<file path="src/hw/rtl/atbeh_pkg.sv">
// Shared types and constants for the time-binned event histogram.
package atbeh_pkg;

    localparam int TW = 32;

    // Command codes of an input word
    localparam logic [2:0] CMD_CREATE  = 3'd0;
    localparam logic [2:0] CMD_BEGIN   = 3'd1;
    localparam logic [2:0] CMD_END     = 3'd2;
    localparam logic [2:0] CMD_READ    = 3'd3;
    localparam logic [2:0] CMD_RESTART = 3'd4;

    // Message kinds
    localparam logic [2:0] KIND_GROUP          = 3'd2;
    localparam logic [2:0] KIND_QUIESCE_BCAST  = 3'd5;

    // Counter rows
    localparam int ROW_BUSY   = 0;
    localparam int ROW_CREATE = 1;
    localparam int ROW_PROC   = 4;

    // Configuration register indexes
    localparam logic [1:0] CFG_INIT_WIDTH  = 2'd0;
    localparam logic [1:0] CFG_TRACE_START = 2'd1;
    localparam logic [1:0] CFG_SYS_ENTRY   = 2'd2;

    localparam logic [30:0] RESET_WIDTH = 31'd1000;

    typedef struct packed {
        logic [2:0]  command;
        logic [31:0] event_time;
        logic [2:0]  msg_kind;
        logic [15:0] entry_point;
        logic [2:0]  read_row;
        logic [7:0]  read_bin;
    } t_in_word;

    typedef struct packed {
        logic [31:0] read_value;
        logic [7:0]  bins_in_use;
        logic [31:0] width_now;
        logic        in_execution;
    } t_out_word;

    typedef enum logic [4:0] {
        S_BOOT_CLR, S_IDLE, S_DECODE, S_DIVT_GO, S_DIVT_WAIT, S_CHECK0,
        S_DIVS_GO, S_DIVS_WAIT, S_CHECK, S_FOLD_INIT, S_FOLD_RD0, S_FOLD_RD1,
        S_FOLD_WR, S_FOLD_ZERO, S_FOLD_END, S_PLACE, S_BEGIN, S_BUSY_MUL,
        S_BUSY_BASE, S_BUSY_RD, S_BUSY_WR, S_CNT_RD, S_CNT_WR, S_END,
        S_READ_RD, S_READ_LATCH, S_RCLR, S_DONE
    } t_state;

    typedef enum logic [4:0] {
        OP_NONE, OP_CLR_WR, OP_CAPTURE, OP_RESTART, OP_DIVT_GO, OP_DIVT_WAIT,
        OP_DIVS_GO, OP_DIVS_WAIT, OP_FOLD_INIT, OP_FOLD_RD0, OP_FOLD_RD1,
        OP_FOLD_WR, OP_FOLD_ZERO, OP_FOLD_END, OP_PLACE, OP_BEGIN, OP_BUSY_MUL,
        OP_BUSY_BASE, OP_BUSY_RD, OP_BUSY_WR, OP_CNT_RD, OP_CNT_WR, OP_END,
        OP_READ_RD, OP_READ_LATCH, OP_EMIT
    } t_op;

    typedef struct packed {
        t_op  op;
        logic in_ready;
    } t_ctl;

    typedef struct packed {
        logic [2:0] cmd;
        logic       in_take;
        logic       kind_ok;
        logic       sys_skip;
        logic       exec;
        logic       div_done;
        logic       q_ge;
        logic       w_top;
        logic       pair_last;
        logic       l_last;
        logic       row_last;
        logic       busy_more;
        logic       out_free;
    } t_sts;

endpackage

</file>
<file path="src/hw/rtl/atbeh_ctrl.sv">
// Sequencer: steps each command through the datapath micro-operations.
module atbeh_ctrl
    import atbeh_pkg::*;
(
    input  logic i_clk,
    input  logic i_rst_n,
    input  t_sts i_sts,
    output t_ctl o_ctl
);
    t_state r_state, n_state;

    always_ff @(posedge i_clk) begin
        if (!i_rst_n) begin
            r_state <= S_BOOT_CLR;
        end else begin
            r_state <= n_state;
        end
    end

    always_comb begin
        n_state = r_state;
        case (r_state)
            S_BOOT_CLR, S_RCLR: begin
                if (i_sts.l_last && i_sts.row_last) begin
                    n_state = (r_state == S_RCLR) ? S_DONE : S_IDLE;
                end
            end
            S_IDLE: begin
                if (i_sts.in_take) n_state = S_DECODE;
            end
            S_DECODE: begin
                case (i_sts.cmd)
                    CMD_CREATE:  n_state = S_DIVT_GO;
                    CMD_BEGIN:   n_state = i_sts.sys_skip ? S_DONE : S_DIVT_GO;
                    CMD_END:     n_state = i_sts.exec ? S_DIVT_GO : S_DONE;
                    CMD_READ:    n_state = S_READ_RD;
                    CMD_RESTART: n_state = S_RCLR;
                    default:     n_state = S_DONE;
                endcase
            end
            S_DIVT_GO:   n_state = S_DIVT_WAIT;
            S_DIVT_WAIT: begin
                if (i_sts.div_done) n_state = S_CHECK0;
            end
            S_CHECK0: begin
                n_state = (i_sts.q_ge && !i_sts.w_top && i_sts.exec) ? S_DIVS_GO : S_CHECK;
            end
            S_DIVS_GO:   n_state = S_DIVS_WAIT;
            S_DIVS_WAIT: begin
                if (i_sts.div_done) n_state = S_CHECK;
            end
            S_CHECK: begin
                n_state = (i_sts.q_ge && !i_sts.w_top) ? S_FOLD_INIT : S_PLACE;
            end
            S_FOLD_INIT: n_state = S_FOLD_RD0;
            S_FOLD_RD0:  n_state = S_FOLD_RD1;
            S_FOLD_RD1:  n_state = S_FOLD_WR;
            S_FOLD_WR:   n_state = i_sts.pair_last ? S_FOLD_ZERO : S_FOLD_RD0;
            S_FOLD_ZERO: begin
                if (i_sts.l_last) begin
                    n_state = i_sts.row_last ? S_FOLD_END : S_FOLD_RD0;
                end
            end
            S_FOLD_END:  n_state = S_CHECK;
            S_PLACE: begin
                case (i_sts.cmd)
                    CMD_CREATE: n_state = i_sts.kind_ok ? S_CNT_RD : S_DONE;
                    CMD_BEGIN:  n_state = S_BEGIN;
                    CMD_END:    n_state = S_BUSY_MUL;
                    default:    n_state = S_DONE;
                endcase
            end
            S_BEGIN:     n_state = S_DONE;
            S_BUSY_MUL:  n_state = S_BUSY_BASE;
            S_BUSY_BASE: n_state = S_BUSY_RD;
            S_BUSY_RD:   n_state = S_BUSY_WR;
            S_BUSY_WR: begin
                if (i_sts.busy_more) n_state = S_BUSY_RD;
                else n_state = i_sts.kind_ok ? S_CNT_RD : S_END;
            end
            S_CNT_RD:    n_state = S_CNT_WR;
            S_CNT_WR:    n_state = (i_sts.cmd == CMD_END) ? S_END : S_DONE;
            S_END:       n_state = S_DONE;
            S_READ_RD:   n_state = S_READ_LATCH;
            S_READ_LATCH: n_state = S_DONE;
            S_DONE: begin
                if (i_sts.out_free) n_state = S_IDLE;
            end
            default:     n_state = S_BOOT_CLR;
        endcase
    end

    always_comb begin
        o_ctl.in_ready = (r_state == S_IDLE);
        case (r_state)
            S_BOOT_CLR, S_RCLR: o_ctl.op = OP_CLR_WR;
            S_IDLE:       o_ctl.op = i_sts.in_take ? OP_CAPTURE : OP_NONE;
            S_DECODE:     o_ctl.op = (i_sts.cmd == CMD_RESTART) ? OP_RESTART : OP_NONE;
            S_DIVT_GO:    o_ctl.op = OP_DIVT_GO;
            S_DIVT_WAIT:  o_ctl.op = OP_DIVT_WAIT;
            S_DIVS_GO:    o_ctl.op = OP_DIVS_GO;
            S_DIVS_WAIT:  o_ctl.op = OP_DIVS_WAIT;
            S_FOLD_INIT:  o_ctl.op = OP_FOLD_INIT;
            S_FOLD_RD0:   o_ctl.op = OP_FOLD_RD0;
            S_FOLD_RD1:   o_ctl.op = OP_FOLD_RD1;
            S_FOLD_WR:    o_ctl.op = OP_FOLD_WR;
            S_FOLD_ZERO:  o_ctl.op = OP_FOLD_ZERO;
            S_FOLD_END:   o_ctl.op = OP_FOLD_END;
            S_PLACE:      o_ctl.op = OP_PLACE;
            S_BEGIN:      o_ctl.op = OP_BEGIN;
            S_BUSY_MUL:   o_ctl.op = OP_BUSY_MUL;
            S_BUSY_BASE:  o_ctl.op = OP_BUSY_BASE;
            S_BUSY_RD:    o_ctl.op = OP_BUSY_RD;
            S_BUSY_WR:    o_ctl.op = OP_BUSY_WR;
            S_CNT_RD:     o_ctl.op = OP_CNT_RD;
            S_CNT_WR:     o_ctl.op = OP_CNT_WR;
            S_END:        o_ctl.op = OP_END;
            S_READ_RD:    o_ctl.op = OP_READ_RD;
            S_READ_LATCH: o_ctl.op = OP_READ_LATCH;
            S_DONE:       o_ctl.op = i_sts.out_free ? OP_EMIT : OP_NONE;
            default:      o_ctl.op = OP_NONE;
        endcase
    end
endmodule

</file>
<file path="config.mk">
export PLATFORM = sky130hd
export DESIGN_NAME = atbeh_ctrl
export DESIGN_NICKNAME = d
export VERILOG_FILES = /design/src/hw/rtl/atbeh_pkg.sv /design/src/hw/rtl/atbeh_ctrl.sv
export SDC_FILE = /design/constraint.sdc
export NUM_CORES = 1
export LEC_CHECK = 0
export ABC_AREA = 1
export BUFFER_PORTS_ARGS = -buffer_cell sky130_fd_sc_hd__buf_2
export CAP_MARGIN = 20
export CORE_MARGIN = 2
export CORE_UTILIZATION = 35
export CTS_BUF_LIST = sky130_fd_sc_hd__clkbuf_16
export DETAILED_ROUTE_END_ITERATION = 10
export PLACE_DENSITY_LB_ADDON = 0.1
export SLEW_MARGIN = 15
export SYNTH_ARGS = -nofsm -noshare
export SYNTH_HDL_FRONTEND = slang
export SYNTH_SLANG_ARGS = --single-unit
export TNS_END_PERCENT = 100
</file>
<file path="constraint.sdc">
create_clock -name i_clk -period 3.1 [get_ports i_clk]
set_clock_uncertainty 0.15 [all_clocks]
set_input_delay 0.155 -clock i_clk [delete_from_list [all_inputs] [get_ports i_clk]]
set_output_delay 0.155 -clock i_clk [all_outputs]
set_load 0.005 [all_outputs]
</file>
Word level (Yosys, flattened, before mapping). Index checks and enable logic that the tools add are counted.

Magnitude comparators: 0. Bitwise operators: 0. Eq/ne operators: 37. Reduce and logical (&&, ||, !) cells: 9. Shift operators: 0. $mul: 0. Multiplexer cells: 24. $add $sub $neg: 0. Div/mod/pow operators: 0.

Operators with widths (number): one-hot mux 5 bit (25 select lines) (2); equality test 5 bit (second input constant) (12); two-way mux 5 bit (10); equality test 5 x 4 -> 1 bit (second input constant) (8); one-hot mux 5 bit (5 select lines) (1); equality test 5 x 3 -> 1 bit (second input constant) (4); two-way mux 3 bit (4); two-way mux 4 bit (3); inequality test 2 bit (second input constant) (6); one-hot mux 4 bit (3 select lines) (1); equality test 5 x 2 -> 1 bit (second input constant) (2); equality test 3 x 2 -> 1 bit (second input constant) (2); two-way mux 2 bit (3); AND reduction 6 bit (1); equality test 5 x 1 -> 1 bit (second input constant) (1); zero test 5 bit (1); equality test 3 x 1 -> 1 bit (second input constant) (1); equality test 3 bit (second input constant) (1); logical AND 1 bit (3); zero test 3 bit (1); OR reduction 3 bit (1); OR reduction 2 bit (1); zero test 1 bit (1).

Logic and storage cells: 71. Register bits: 5. Bits in writable memories: 0. Bits in read-only memories: 0. Latch bits: 0. Memories: 0. Output and inout port bits: 6.

Depth between registers and ports, before layout.
Depth in word-level cells: 5. Mapped depth: 11. Mapped depth without buffers: 11.

Least setup slack after synthesis. OpenSTA, ideal clock, no wires.

Path type: register to register. From: register r_state[3]. To: register r_state[0]. Clock period less this slack: 1532 ps. Path buffers: 1. Slack: 1568 ps. Arrival: 1265 ps. Cell stages (with the launch flop): 12. Cell sequence: dfxtp_1 -> buf_2 -> nor2_4 -> inv_2 -> nor2_2 -> nand2_1 -> o21ai_1 -> inv_2 -> nand2_1 -> nor2_4 -> nand2_1 -> a21oi_1.

RTL lines: from (decl) (RTL line atbeh_ctrl.sv:10) `t_state r_state, n_state;`; from (signal assigned) (RTL line atbeh_ctrl.sv:16) `r_state <= n_state;`.

==> reports/results.txt <==
Routed len/inst - 12.14 µm
Hold Violations, Final - 0
Synth Cell Area - 1050 µm²
Netlist cell types - 22
CP arrival - 1.94 ns
Reg-to-Reg Start - r_state[4]
Seq/Total Area, Yosys - 9.535%
Syn_nets - 234
Die Y - 58.77 µm
Max layer used - met4
Via count - 1411
CTS tree - done
Ys Warns - 0
Register Area - 100.1 µm²
Slew Limit Fails - 0
N_diodes - 0
Main area contributors after synthesis - nand2_1, nor2_1, nand3_1, dfxtp_1, inv_1
Adder-Cell Fraction of Synth Area - 0%
Max reg flops - 5
First-pass GRT wire length - 5416 µm
Crit path from - r_state[4]
Final Cycle Share - 72.32%
Worst slack, placed - 1.134 ns
Synth top area share - 25.03%
Die Area - 3453 µm²
Most common cell in the netlist - nand2_1
H-Tree Depth - 1
# hold bufs at CTS - 0
Synth cell count leaders - nand2_1, nor2_1, nand3_1, inv_1, inv_2
Main combinational cell family by area after synthesis - simple AND/OR/NAND/NOR gates
Compound-Gate Fraction of Synth Area - 7.032%
Worst hold path type - primary input to register
Crit-path max FO - 15
DRT iter0 DRCs - 122
Routed Wire Length - 3302 µm
RSZ-0062 raised after global routing - false
Hold Slack - 0.07008 ns
Worst-path clk slew - 0.03 ns
Vias in the first global route - 1216
Core area - 2805 µm²
Pre-Repair DR Iteration Count - 8
Highest ir drop seen on vdd - 0.0003363 V
Crit path top cell by count - nand2_1
Largest net degree at the start of global routing - 16
Clock tree buffer depth - 2
Met3 routed WL - 305 µm
Final ANT Viol Nets - 0
Post-route cell area - 1267 µm²
Pwr Density - 721.0 nW/µm²
Setup WS post-layout - 0.8581 ns
Origin of the worst min-delay path - i_rst_n
Post-synth EDFFs - 0
Relative slew margins - 62.80%
Fraction of registers with async set/reset - 0%
Mux share of post-synthesis cell area - 0%
CTS Buf Count - 3
Biggest regs - r_state: 5 flops
Crit path max-delay family - simple AND/OR/NAND/NOR gates
Post-Synthesis Cells - 217
Syn Area/Cell - 4.838 µm²
Num rows - 19
Placed cell area - 1189 µm²
Largest area contributor in the netlist - nand2_1
Port Buf Inserts - 22
FMAX - 0.4461 GHz
I/O pin count - 23
Worst path bufs/invs - 3
CP endpoint kind - output port
Worst Tran Pin Value - 0.5572 ns
Leakage - 0.0007923 µW
Multi-input logic area - 827.0 µm²
Initial core utilization - 37.42%
# DRC - 1
M1 WL - 1469 µm
Layout area overhead - 20.74%
# setup viols final - 0
Post-DR vias/cell - 5.188
Routed wire length on met2 - 1513 µm
Worst Setup Start Kind - register
Slowest stage delay, CP - 0.66 ns
XOR/XNOR Fraction of Synth Area - 0%
Final Util - 45.18%
Grt ovf - 0
Failing checks - design-rule violations
Die span in x - 58.77 µm
GRT Total Usage - 20.63%
Fraction of the mapped netlist area in simple logic gates - 71.75%
Layout Nets - 259
Crit-path cells - inv_2 -> nand3_1 -> inv_1 -> nand2_1 -> nand2_1 -> nor4_1 -> nand2_1 -> buf_2
Top reg by flops - r_state
Register bit total from synthesis - 5
Share of cells above drive strength 1 - 19.50%
Root buf cell - clkbuf_16
Clock Sinks - 5
Minimum clock period - 2.242 ns
Post-detail-place hpwl - 2746 µm
Fill count - 344
Setup_tns - 0 ns
Kind of critical path - register to output port
Post-CTS Setup Inserts - 0
Clock latency on the worst-skew pair - 0.23 ns
Post_cts resized - 0
Initial antenna violation count - 0
Max cap viols - 0
Max stage delay cell, worst path - dfxtp_1
Main synth FF type - dfxtp_1
Outcome - finished, violations left
CP Data Required Time - 2.79 ns
Placer's final routability congestion estimate - 1.001
[kinds of logic (layout without fill, tap and decap cells)]
logic type,count (synthesis),count (layout)
flops,5,5
compound gates,13,13
simple gates,167,167
buf+inv,32,56
[area by class of cell]
class,count,area share (%)
Clock inverter,1,0.2961
Clock buffer,3,5.923
Tap cell,31,3.060
Multi-Input combinational cell,180,65.25
Sequential cell,5,7.897
Timing Repair Buffer,22,8.687
Inverter,30,8.884
[worst min-delay path, stage by stage]
cell and delay, ns:
buf_2 0.08, inv_1 0.07, a21oi_1 0.11
[metal layers]
metal,GRT usage [%],up-vias
li1,-,738
met1,28.53,600
met2,33.97,71
met3,3.516,2
met4,3.571,0
met5,0,-
[power by group]
group / switching [µW] / internal (µW)
logic: 368 / 195
registers: 54.4 / 85.3
clock network: 44.6 / 167
[metrics by stage]
stage	instances	total power (µW)
final	272	913.8
after global routing	272	1003
after CTS	272	913.5
after detailed placement	268	695.9
after global placement	268	705.1
after floorplan	217	541.2
[worst paths after layout]
path	end	slack [ns]	depth (start not counted)
worst max-delay path	o_ctl[2]	0.86	8
worst min-delay path	r_state[3]	0.07	3
worst max register to register	r_state[1]	1.18	10
worst min register to register	r_state[0]	0.42	2
[placed cells by master (no fill, tap or decap), drive strengths merged]
cell    count
a21oi       7
nor4        1
o21ai       4
nand3b      1
nand4       3
nor2       49
nand3      33
o211ai      1
clkbuf      3
and2        1
nand2      74
inv        31
dfxtp       5
buf        22
nor3        5
a211oi      1
Note: power is estimated with default switching activity, not from simulation.
